## config.mk

```make
export PLATFORM = sky130hd
export DESIGN_NAME = random_permutation_generator
export DESIGN_NICKNAME = d
export VERILOG_FILES = /design/src/design/rpg_pkg.sv /design/src/design/rpg_map_mem.sv /design/src/design/rpg_ctrl.sv /design/src/design/random_permutation_generator.sv
export SDC_FILE = /design/constraint.sdc
export NUM_CORES = 1
export LEC_CHECK = 0
export BUFFER_PORTS_ARGS = -buffer_cell sky130_fd_sc_hd__buf_2
export CAP_MARGIN = 10
export CORE_AREA = 3 3 142 144
export DETAILED_ROUTE_END_ITERATION = 8
export DIE_AREA = 0 0 145 147
export PLACE_DENSITY = 0.78
export REMOVE_ABC_BUFFERS = 1
export SLEW_MARGIN = 10
export SYNTH_ARGS = -nofsm -noshare
export SYNTH_HDL_FRONTEND = slang
export SYNTH_SLANG_ARGS = --single-unit
```

## constraint.sdc

```tcl
create_clock -name clk -period 19.8 [get_ports clk]
set_input_delay 0.99 -clock clk [delete_from_list [all_inputs] [get_ports clk]]
set_output_delay 0.99 -clock clk [all_outputs]
set_load 0.03 [all_outputs]
```

## src/design/rpg_pkg.sv

```systemverilog
// Shared constants, types and helper functions of the permutation generator.
`default_nettype none
package rpg_pkg;

    localparam int POS_W         = 6;
    localparam int RANK_W        = 7;
    localparam int LEN_W         = 7;
    localparam int FRAC_IN_W     = 16;
    localparam int FRACTION_BITS = 16;
    localparam int MAX_ITEMS_DEF = 64;
    localparam int ROW_BITS      = 8;
    localparam int ROW_IW        = 3;
    localparam int ROW_AW        = POS_W - ROW_IW;
    localparam int MAP_ROWS      = 1 << ROW_AW;
    localparam int CNT_W         = ROW_IW + 1;

    localparam logic [LEN_W-1:0] LEN_RESET = LEN_W'(64);

    typedef struct packed {
        logic                start;
        logic                rd_en;
        logic [ROW_AW-1:0]   rd_row;
        logic                wr_en;
        logic [ROW_AW-1:0]   wr_row;
        logic [ROW_BITS-1:0] wr_data;
    } map_req_t;

    // Row contents at list start: positions at or past the length read as taken.
    function automatic logic [ROW_BITS-1:0] init_row(input logic [ROW_AW-1:0] row,
                                                     input logic [LEN_W-1:0]  len);
        logic [ROW_BITS-1:0] r;
        logic [LEN_W-1:0]    p;
        r = '0;
        for (int i = 0; i < ROW_BITS; i++)
        begin
            p    = LEN_W'({row, ROW_IW'(i)});
            r[i] = (p >= len);
        end
        return r;
    endfunction

    function automatic logic [LEN_W-1:0] eff_length(input logic [LEN_W-1:0] len,
                                                    input logic [LEN_W-1:0] max_len);
        logic [LEN_W-1:0] r;
        r = len;
        if (len == '0)
            r = LEN_W'(1);
        else if (len > max_len)
            r = max_len;
        return r;
    endfunction

    function automatic logic [CNT_W-1:0] popcount_row(input logic [ROW_BITS-1:0] v);
        logic [CNT_W-1:0] c;
        c = '0;
        for (int i = 0; i < ROW_BITS; i++)
        begin
            c = c + CNT_W'(v[i]);
        end
        return c;
    endfunction

endpackage
`default_nettype wire

```

## src/design/rpg_map_mem.sv

```systemverilog
// Taken-position map: 8-bit rows in a synchronous RAM with per-row valid bits.
`default_nettype none
module rpg_map_mem (
    input  wire logic                         clk,
    input  wire logic                         rst_n,
    input  wire rpg_pkg::map_req_t            req,
    input  wire logic [rpg_pkg::LEN_W-1:0]    list_len,
    output logic      [rpg_pkg::ROW_BITS-1:0] row_data
);
    import rpg_pkg::*;

    logic [ROW_BITS-1:0] mem [MAP_ROWS];
    logic [ROW_BITS-1:0] rd_data_reg;
    logic [ROW_AW-1:0]   rd_row_reg;
    logic [MAP_ROWS-1:0] valid_reg;
    logic [MAP_ROWS-1:0] valid_next;

    always_ff @(posedge clk)
    begin
        if (req.wr_en)
            mem[req.wr_row] <= req.wr_data;
        if (req.rd_en)
        begin
            rd_data_reg <= mem[req.rd_row];
            rd_row_reg  <= req.rd_row;
        end
    end

    always_comb
    begin
        valid_next = valid_reg;
        if (req.start)
            valid_next = '0;
        else if (req.wr_en)
            valid_next[req.wr_row] = 1'b1;
    end

    always_ff @(posedge clk or negedge rst_n)
    begin
        if (!rst_n)
            valid_reg <= '0;
        else
            valid_reg <= valid_next;
    end

    // Rows not written since the list started read as the start pattern.
    assign row_data = valid_reg[rd_row_reg] ? rd_data_reg : init_row(rd_row_reg, list_len);

endmodule
`default_nettype wire

```

## src/design/rpg_ctrl.sv

```systemverilog
// Draw sequencer: scales the fraction, scans map rows for the k-th free slot.
`default_nettype none
module rpg_ctrl #(
    parameter int MAX_ITEMS = rpg_pkg::MAX_ITEMS_DEF
) (
    input  wire logic                          clk,
    input  wire logic                          rst_n,
    input  wire logic                          in_valid,
    output logic                               in_ready,
    input  wire logic [rpg_pkg::FRAC_IN_W-1:0] random_fraction,
    input  wire logic [rpg_pkg::LEN_W-1:0]     eff_len,
    output logic                               out_valid,
    input  wire logic                          out_ready,
    output logic      [rpg_pkg::POS_W-1:0]     position,
    output logic      [rpg_pkg::RANK_W-1:0]    rank,
    output logic                               last_of_list,
    output rpg_pkg::map_req_t                  map_req,
    input  wire logic [rpg_pkg::ROW_BITS-1:0]  row_data,
    output logic      [rpg_pkg::LEN_W-1:0]     list_len
);
    import rpg_pkg::*;

    localparam int PROD_W = FRACTION_BITS + LEN_W;
    localparam logic [ROW_AW-1:0] LAST_ROW = ROW_AW'((MAX_ITEMS - 1) / ROW_BITS);

    typedef enum logic [1:0] {
        S_IDLE = 2'b01,
        S_SCAN = 2'b10
    } state_t;

    state_t              state_reg;
    logic [LEN_W-1:0]    rem_reg;
    logic [RANK_W-1:0]   rank_reg;
    logic [LEN_W-1:0]    len_reg;
    logic [POS_W-1:0]    k_reg;
    logic [LEN_W-1:0]    seen_reg;
    logic [ROW_AW-1:0]   row_reg;
    logic                out_valid_reg;
    logic [POS_W-1:0]    pos_reg;
    logic [RANK_W-1:0]   rank_out_reg;
    logic                last_reg;

    logic                     accept;
    logic                     new_list;
    logic [LEN_W-1:0]         rem_eff;
    logic [FRACTION_BITS-1:0] frac_used;
    logic [PROD_W-1:0]        prod;
    logic [LEN_W-1:0]         k_raw;
    logic [LEN_W-1:0]         k_clamp;
    logic [ROW_BITS-1:0]      free_bits;
    logic [CNT_W-1:0]         free_cnt;
    logic [LEN_W-1:0]         offset;
    logic                     found;
    logic [ROW_IW-1:0]        sel_bit;
    logic [ROW_BITS-1:0]      sel_mask;
    logic [CNT_W-1:0]         run_cnt;
    logic                     hit;
    logic                     out_free;
    logic                     commit;
    logic [LEN_W-1:0]         rem_dec;

    assign in_ready  = (state_reg == S_IDLE);
    assign accept    = in_valid && in_ready;
    assign new_list  = (rem_reg == '0);
    assign rem_eff   = new_list ? eff_len : rem_reg;
    assign frac_used = FRACTION_BITS'(random_fraction);
    assign prod      = PROD_W'(frac_used) * PROD_W'(rem_eff);
    assign k_raw     = prod[PROD_W-1:FRACTION_BITS];
    assign k_clamp   = (k_raw >= rem_eff) ? (rem_eff - LEN_W'(1)) : k_raw;

    assign free_bits = ~row_data;
    assign free_cnt  = popcount_row(free_bits);
    assign offset    = LEN_W'(k_reg) - seen_reg;
    assign found     = (offset < LEN_W'(free_cnt)) || (row_reg == LAST_ROW);

    // Pick the offset-th free bit within the current row.
    always_comb
    begin
        sel_bit  = '0;
        sel_mask = '0;
        run_cnt  = '0;
        hit      = 1'b0;
        for (int i = 0; i < ROW_BITS; i++)
        begin
            if (free_bits[i])
            begin
                if (!hit && (run_cnt == offset[CNT_W-1:0]))
                begin
                    hit         = 1'b1;
                    sel_bit     = ROW_IW'(i);
                    sel_mask[i] = 1'b1;
                end
                run_cnt = run_cnt + CNT_W'(1);
            end
        end
    end

    assign out_free = !out_valid_reg || out_ready;
    assign commit   = (state_reg == S_SCAN) && found && out_free;
    assign rem_dec  = rem_reg - LEN_W'(1);

    always_comb
    begin
        map_req.start   = accept && new_list;
        map_req.rd_en   = accept || ((state_reg == S_SCAN) && !found);
        map_req.rd_row  = accept ? '0 : (row_reg + ROW_AW'(1));
        map_req.wr_en   = commit;
        map_req.wr_row  = row_reg;
        map_req.wr_data = row_data | sel_mask;
    end

    always_ff @(posedge clk or negedge rst_n)
    begin
        if (!rst_n)
        begin
            state_reg     <= S_IDLE;
            rem_reg       <= '0;
            rank_reg      <= RANK_W'(1);
            len_reg       <= LEN_RESET;
            k_reg         <= '0;
            seen_reg      <= '0;
            row_reg       <= '0;
            out_valid_reg <= 1'b0;
        end
        else
        begin
            if (commit)
                out_valid_reg <= 1'b1;
            else if (out_ready)
                out_valid_reg <= 1'b0;

            unique case (state_reg)
                S_IDLE:
                begin
                    if (accept)
                    begin
                        if (new_list)
                        begin
                            len_reg  <= eff_len;
                            rem_reg  <= eff_len;
                            rank_reg <= RANK_W'(1);
                        end
                        k_reg     <= k_clamp[POS_W-1:0];
                        seen_reg  <= '0;
                        row_reg   <= '0;
                        state_reg <= S_SCAN;
                    end
                end
                S_SCAN:
                begin
                    if (commit)
                    begin
                        rem_reg   <= rem_dec;
                        rank_reg  <= rank_reg + RANK_W'(1);
                        state_reg <= S_IDLE;
                    end
                    else if (!found)
                    begin
                        // advance to the next row, carrying the free count
                        seen_reg <= seen_reg + LEN_W'(free_cnt);
                        row_reg  <= row_reg + ROW_AW'(1);
                    end
                end
                default:
                begin
                    state_reg <= S_IDLE;
                end
            endcase
        end
    end

    always_ff @(posedge clk)
    begin
        if (commit)
        begin
            pos_reg      <= {row_reg, sel_bit};
            rank_out_reg <= rank_reg;
            last_reg     <= (rem_dec == '0);
        end
    end

    assign out_valid    = out_valid_reg;
    assign position     = pos_reg;
    assign rank         = rank_out_reg;
    assign last_of_list = last_reg;
    assign list_len     = len_reg;

endmodule
`default_nettype wire

```

## src/design/random_permutation_generator.sv

```systemverilog
// Random permutation generator: sampling without replacement over a taken map.
//
// Input channel (in_valid/in_ready, random_fraction) takes one 16-bit uniform
// fraction per draw. Output channel (out_valid/out_ready) returns one word per
// draw: the chosen position, its rank (1 upward) and last_of_list on the draw
// that completes the permutation. The next draw after that starts a new list.
// list_length is written through cfg_we/cfg_wdata; it is used when a list starts.
// Timing: one item at a time. After acceptance the map RAM is scanned one
// 8-position row per cycle until the row holding the k-th free slot is found.
// The output word is registered once that row is found and the output register
// is free, and in_ready rises with it.
// The output word sits in a register: when the receiver stalls, the block takes
// one more draw, scans to its row and holds it there with in_ready low until
// the register frees.
// Reset clears the list state so the first draw starts a new list; list_length
// returns to 64. No clearing pass is needed, since rows carry valid bits.
`default_nettype none
module random_permutation_generator #(
    parameter int MAX_ITEMS = rpg_pkg::MAX_ITEMS_DEF
) (
    input  wire logic                          clk,
    input  wire logic                          rst_n,
    input  wire logic                          cfg_we,
    input  wire logic [rpg_pkg::LEN_W-1:0]     cfg_wdata,
    input  wire logic                          in_valid,
    output logic                               in_ready,
    input  wire logic [rpg_pkg::FRAC_IN_W-1:0] random_fraction,
    output logic                               out_valid,
    input  wire logic                          out_ready,
    output logic      [rpg_pkg::POS_W-1:0]     position,
    output logic      [rpg_pkg::RANK_W-1:0]    rank,
    output logic                               last_of_list
);
    import rpg_pkg::*;

    localparam logic [LEN_W-1:0] MAX_LEN = LEN_W'(MAX_ITEMS);

    logic [LEN_W-1:0]    list_length_reg;
    logic [LEN_W-1:0]    eff_len;
    logic [LEN_W-1:0]    list_len;
    logic [ROW_BITS-1:0] row_data;
    map_req_t            map_req;

    always_ff @(posedge clk or negedge rst_n)
    begin
        if (!rst_n)
            list_length_reg <= LEN_RESET;
        else if (cfg_we)
            list_length_reg <= cfg_wdata;
    end

    assign eff_len = eff_length(list_length_reg, MAX_LEN);

    rpg_map_mem u_map (
        .clk      (clk),
        .rst_n    (rst_n),
        .req      (map_req),
        .list_len (list_len),
        .row_data (row_data)
    );

    rpg_ctrl #(
        .MAX_ITEMS (MAX_ITEMS)
    ) u_ctrl (
        .clk             (clk),
        .rst_n           (rst_n),
        .in_valid        (in_valid),
        .in_ready        (in_ready),
        .random_fraction (random_fraction),
        .eff_len         (eff_len),
        .out_valid       (out_valid),
        .out_ready       (out_ready),
        .position        (position),
        .rank            (rank),
        .last_of_list    (last_of_list),
        .map_req         (map_req),
        .row_data        (row_data),
        .list_len        (list_len)
    );

endmodule
`default_nettype wire

```

# After elaboration in Yosys (flattened, before gate mapping)

Memories as Yosys holds them, arrays and structs flattened. A register that Yosys moved wholly into a read port is not among the register bits.
Index checks and enable logic that the tools add are counted.

Register bits: 72
Memory bits (writable): 64
Input bits: 28
Output and inout bits: 16
Logic and storage cells: 188
Memories: 1

Memory list:

| memory    | words | bits a word | read ports | clocked after memory_dff | wr ports | RTL line          | RTL |
|---|---|---|---|---|---|---|---|
| u_map.mem | 8     | 8           | 1          | 1                        | 1        | rpg_map_mem.sv:12 | `logic [ROW_BITS-1:0] mem [MAP_ROWS];` |

$add $sub $neg: 19
Multipliers: 1
$lt $le $gt $ge: 14
Equality and inequality tests: 15
Muxes and demuxes: 83
Bitwise operators: 3
Reduce and logical (&&, ||, !) cells: 38

Operators by type and width:

| cell                                                        | number |
|---|---|
| 2-to-1 mux 7 bit                                            | 11 |
| greater-or-equal comparator 6 x 7 -> 1 bit                  | 8 |
| 2-to-1 mux 3 bit                                            | 17 |
| case mux 7 bit (2 select lines)                             | 3 |
| 2-to-1 mux 1 bit                                            | 36 |
| adder 4 x 1 -> 4 bit                                        | 6 |
| == test 4 bit                                               | 6 |
| 2-to-1 mux 4 bit                                            | 6 |
| 2-to-1 mux 8 bit                                            | 3 |
| multiplier 16 x 7 -> 23 bit                                 | 1 |
| zero test 7 bit                                             | 3 |
| adder 4 x 1 -> 4 bit (second input constant)                | 5 |
| OR 8 bit                                                    | 2 |
| logical AND 1 bit                                           | 13 |
| zero test 1 bit                                             | 9 |
| less-than comparator 3 x 4 -> 1 bit (second input constant) | 2 |
| inequality test 2 bit (second input constant)               | 4 |
| inverter 8 bit                                              | 1 |
| AND reduction 4 bit                                         | 2 |
| adder 7 x 1 -> 7 bit (second input constant)                | 1 |
| adder 7 x 4 -> 7 bit                                        | 1 |
| greater-or-equal comparator 7 bit                           | 1 |
| greater-than comparator 7 bit (second input constant)       | 1 |
| less-than comparator 7 x 4 -> 1 bit                         | 1 |
| 23 further kinds                                            | 30 |

# Longest topological paths before layout

Depth in word-level cells: 34
Mapped depth: 37
Gate-level depth less buffers: 34

# Cells and area by module

Synthesis repeated with hierarchy kept, for this count alone.

Cells, all modules: 1045
Area total of the unflattened synthesis: 11182.0 µm²

Modules (own cells, without submodules):

| module                       | instances | cells an instance | area an instance (µm²) | sequential area each (µm²) |
|---|---|---|---|---|
| rpg_ctrl                     | 1         | 834               | 7452.1                 | 1425.1 |
| rpg_map_mem                  | 1         | 187               | 3405.8                 | 2452.4 |
| random_permutation_generator | 1         | 24                | 324.1                  | 176.4 |

# Worst setup path before layout

Ideal clock, no wire load.

Path kind: reg-to-reg
Start: register u_ctrl.rem_reg[2]
End: register u_ctrl.k_reg[0]
Setup time: 0.132 ns
Arrival time: 7.058 ns
Required time: 19.668 ns
Setup slack: 12.610 ns
Stages on the path, launching flop included: 34
Buffers on the path: 4
Period minus slack after synthesis: 7.190 ns
Cells stage by stage: dfrtp_1 clkbuf_1 nor4_1 nand3b_1 nor2_1 a21o_1 clkbuf_1 clkbuf_1 and2_1 fa_1 fa_1 fa_1 inv_1 fa_1 inv_1 ha_1 a21o_1 a21o_1 a21oi_1 o21ai_0 nand2_1 xor2_1 ha_1 nand2b_1 a21o_1 a21o_1 a21oi_1 nor2b_1 o21ai_0 nand2b_1 a21o_1 buf_1 a211oi_1 a21oi_1

Word-level cells in the longest chain between the ends: 5
Elaborated cells on any way between the ends: 6
Classes of those cells: 1 x add/sub; 1 x mul; 1 x order compare; 2 x mux; 1 x reduce/logical

Ends and longest elaborated chain:

| what                              | RTL line        | RTL |
|---|---|---|
| from (decl)                       | rpg_ctrl.sv:32  | `logic [LEN_W-1:0] rem_reg;` |
| from (signal assigned)            | rpg_ctrl.sv:140 | `rem_reg <= eff_len;` |
| from (signal assigned)            | rpg_ctrl.sv:153 | `rem_reg <= rem_dec;` |
| zero test 7 bit                   | rpg_ctrl.sv:64  | `assign new_list = (rem_reg == '0);` |
| 2-to-1 mux 7 bit *                | rpg_ctrl.sv:65  | `assign rem_eff = new_list ? eff_len : rem_reg;` |
| multiplier 16 x 7 -> 23 bit       | rpg_ctrl.sv:67  | `assign prod = PROD_W'(frac_used) * PROD_W'(rem_eff);` |
| greater-or-equal comparator 7 bit | rpg_ctrl.sv:69  | `assign k_clamp = (k_raw >= rem_eff) ? (rem_eff - LEN_W'(1)) : k_raw;` |
| 2-to-1 mux 6 bit *                | rpg_ctrl.sv:69  |  |
| to (signal assigned)              | rpg_ctrl.sv:143 | `k_reg <= k_clamp[POS_W-1:0];` |
| to (decl)                         | rpg_ctrl.sv:35  | `logic [POS_W-1:0] k_reg;` |

Every way passes the cells marked *; elsewhere a longest branch is shown, timed or not.
A chain may end at the register's enable or synchronous reset.

==> results.sh <==
export IMPL_outcome="complete, no violations"
export IMPL_antenna_found_initial=0
export IMPL_gp_congestion=0.853
export IMPL_final_antenna_net_count=0
export IMPL_drt_iter0_drc=669
export IMPL_h_tree_depth=4
export IMPL_root_buffer="clkbuf_16"
export IMPL_synthTopCellsByCount="nand2_1, inv_1, edfxtp_1, ha_1, and2_1"
export IMPL_diodes=0
export IMPL_fin_tns_setup_ns=0
export IMPL_min_period_ns=8.07
export IMPL_use_met2=0.389
export IMPL_first_pass_iters=5
export IMPL_cts_tree="built"
export IMPL_cpMostUsedCell="fa_1"
export IMPL_path_class="reg -> reg"
export IMPL_num_vias=8248
export IMPL_gr_total_overflow=0
export IMPL_areaGrowthSynthToFinish_pct=9.13
export IMPL_cts_clk_slew_worst_paths_ns=0.06
export IMPL_synth_edf_count=89
export IMPL_setup_viol=0
export IMPL_crit_chain="mux4_2 > mux2i_4 > nand3_1 > o21ai_1 > ha_1 > fa_1 > inv_1 > fa_1 > fa_1 > fa_1 > ha_1 > a21boi_0 > o21a_1 > o21ai_0 > nand4b_1 > o21bai_1 > and3_1 > nand2_1 > nor2_1"
export IMPL_die_y_um=147
export IMPL_ys_seq_elements=144
export IMPL_clock_latency_ns=0.42
export IMPL_hold_violations=0
export IMPL_grt_start_max_net_pins=56
export IMPL_hpwl_um=18000
export IMPL_hp_class="reg -> reg"
export IMPL_io_buffers=43
export IMPL_synth_ff_type="edfxtp_1"
export IMPL_startpoint_type="flip-flop"
export IMPL_synth_most_common_cell="nand2_1"
export IMPL_crit_arrival_ns=8.10
export IMPL_route_detailed_drc=0
export IMPL_gr_usage_all_layers=0.241
export IMPL_die_x_um=145
export IMPL_cp_required_ns=19.84
export IMPL_crit_slowest_cell="and3_1"
export IMPL_vias_per_cell=5.78
export IMPL_rsz0062_at_grt="no"
export IMPL_crit_path_end_kind="flip-flop"
export IMPL_synth_area_um2=11300
export IMPL_netlist_instances=1126
export IMPL_period_share=0.407
export IMPL_relSlewSlack=0.304
export IMPL_yosys_warnings=0
export IMPL_wl_um=24600
export IMPL_cts_buffers=17
export IMPL_placement_rows=50
export IMPL_grt_busiest_layer="met2"
export IMPL_cts_resized=0
export IMPL_grt_pass1_wl_um=42000
export IMPL_cts_setup_buffers=0
export IMPL_max_cap_violations=0
export IMPL_synth_top_area_cell="edfxtp_1"
export IMPL_slowest_delay_ns=0.82
export IMPL_netlist_area_leader_share=0.237
export IMPL_finalMaxSlewViolations=0
export IMPL_cts_sinks=144
export IMPL_tightest_slew_ns=1.03
export IMPL_coreArea_um2=18800
export IMPL_largest_reg_flops=64
export IMPL_post_synth_num_cell_types=74
export IMPL_start_util=0.598
export IMPL_grt_pass1_vias=8339
export IMPL_layout_nets=1338
export IMPL_fmax_ghz=0.124
export IMPL_wl_per_cell_um=17.2
export IMPL_ys_seq_area_frac=0.360
export IMPL_clockBufferDepth=2
export IMPL_critPathMaxFanout=34
export IMPL_clock_skew_ns=0.00745
export IMPL_cts_hold_buffers=0
export IMPL_yosys_top_cells_area="edfxtp_1, fa_1, dfrtp_1, ha_1, nand2_1"
export IMPL_dieArea_um2=21300
export IMPL_ioPinCount=44
export IMPL_gr_usage_met3=0.0490
export IMPL_syn_area_per_cell_um2=10.0
export IMPL_layout_drive_gt1_share=0.104
export IMPL_met1_usage=0.341
export IMPL_synthArstFlopShare=0.382
==> final timing paths <==
check | start | end | slack, ns | cells after the start
worst max-delay path | u_map.rd_row_reg[0] | u_map.mem[7][0] | 11.73 | 19
max in group asynchronous | rst_n | u_map.valid_reg[0] | 18.64 | 2
worst min-delay path | u_ctrl.list_len[4] | u_ctrl.list_len[4] | 0.49 | 2
worst min register to register | u_ctrl.list_len[4] | u_ctrl.list_len[4] | 0.49 | 2
worst max register to register | u_map.rd_row_reg[0] | u_map.mem[7][0] | 11.73 | 19
min in group asynchronous | rst_n | u_ctrl.rem_reg[3] | 0.70 | 2
==> layout make-up <==
| class | count | area, um2 |
|---|---|---|
| timing repair buffer | 50 | 268 |
| fill | 1475 | 6530 |
| multi-input combinational | 814 | 6580 |
| tap | 260 | 325 |
| sequential | 144 | 4050 |
| inverter | 128 | 480 |
| clock buffer | 23 | 458 |
| clock inverter | 9 | 131 |
==> worst max-delay path, delay by kind of cell (launching register included) <==
| family | cells | cell delay, ns |
|---|---|---|
| mux | 2 | 1.31 |
| simple gates | 5 | 2.16 |
| compound gates | 5 | 1.07 |
| fa+ha+maj | 6 | 2.62 |
| flops | 1 | 0.45 |
| buf+inv | 1 | 0.05 |
==> kinds of logic (layout without fill, tap and decap cells) <==
group                      after synthesis  after routing  synth area share
AOI/OAI and AO/OA                      187            187             0.113
xor gates and xnor gates                57             57            0.0467
adders and majority gates              156            156             0.222
buffers and inverters                  168            210            0.0572
DFF                                    144            144             0.360
muxes                                   32             32            0.0329
and+or+nand+nor                        382            382             0.168
==> layout by cell type, fill, tap and decap left out, types with 7 or more instances in the layout <==
cell / count
nand3_1: 38
nor3_1: 10
ha_1: 81
and2_1: 77
o21a_1: 12
mux2i_1: 19
a211oi_1: 12
nor2_1: 57
buf_2: 43
dfrtp_1: 51
a31o_2: 9
inv_1: 124
a21o_1: 17
o22ai_1: 7
clkbuf_16: 17
xor2_1: 14
mux2_2: 10
buf_4: 7
nand2b_1: 14
xnor2_1: 41
o21ai_0: 36
a221oi_1: 8
a21oi_1: 38
o211ai_1: 7
nor2b_1: 14
nand2_1: 133
fa_1: 74
edfxtp_1: 89
==> per-stage QoR <==
step / utilization / setup WS (ns) / std cells / area, um2 / hold slack, ns
after floorplan: - / 12.78 / 1086 / 11100 / 0.450
after global placement: 0.621 / 11.88 / 1396 / 11700 / 0.468
after detailed placement: 0.621 / 11.62 / 1396 / 11700 / 0.477
after CTS: 0.653 / 11.52 / 1428 / 12300 / 0.490
after global routing: 0.653 / 11.19 / 1428 / 12300 / 0.517
final: 0.653 / 11.73 / 1428 / 12300 / 0.490
==> per-layer routing <==
metal,vias up,routed length [um]
li1,3894,-
met1,4045,11000
met2,280,11700
met3,29,1630
met4,0,296
met5,-,0
Power is not shown: default switching activity piles up to over one toggle a cycle in this logic, so the estimate is an artifact.
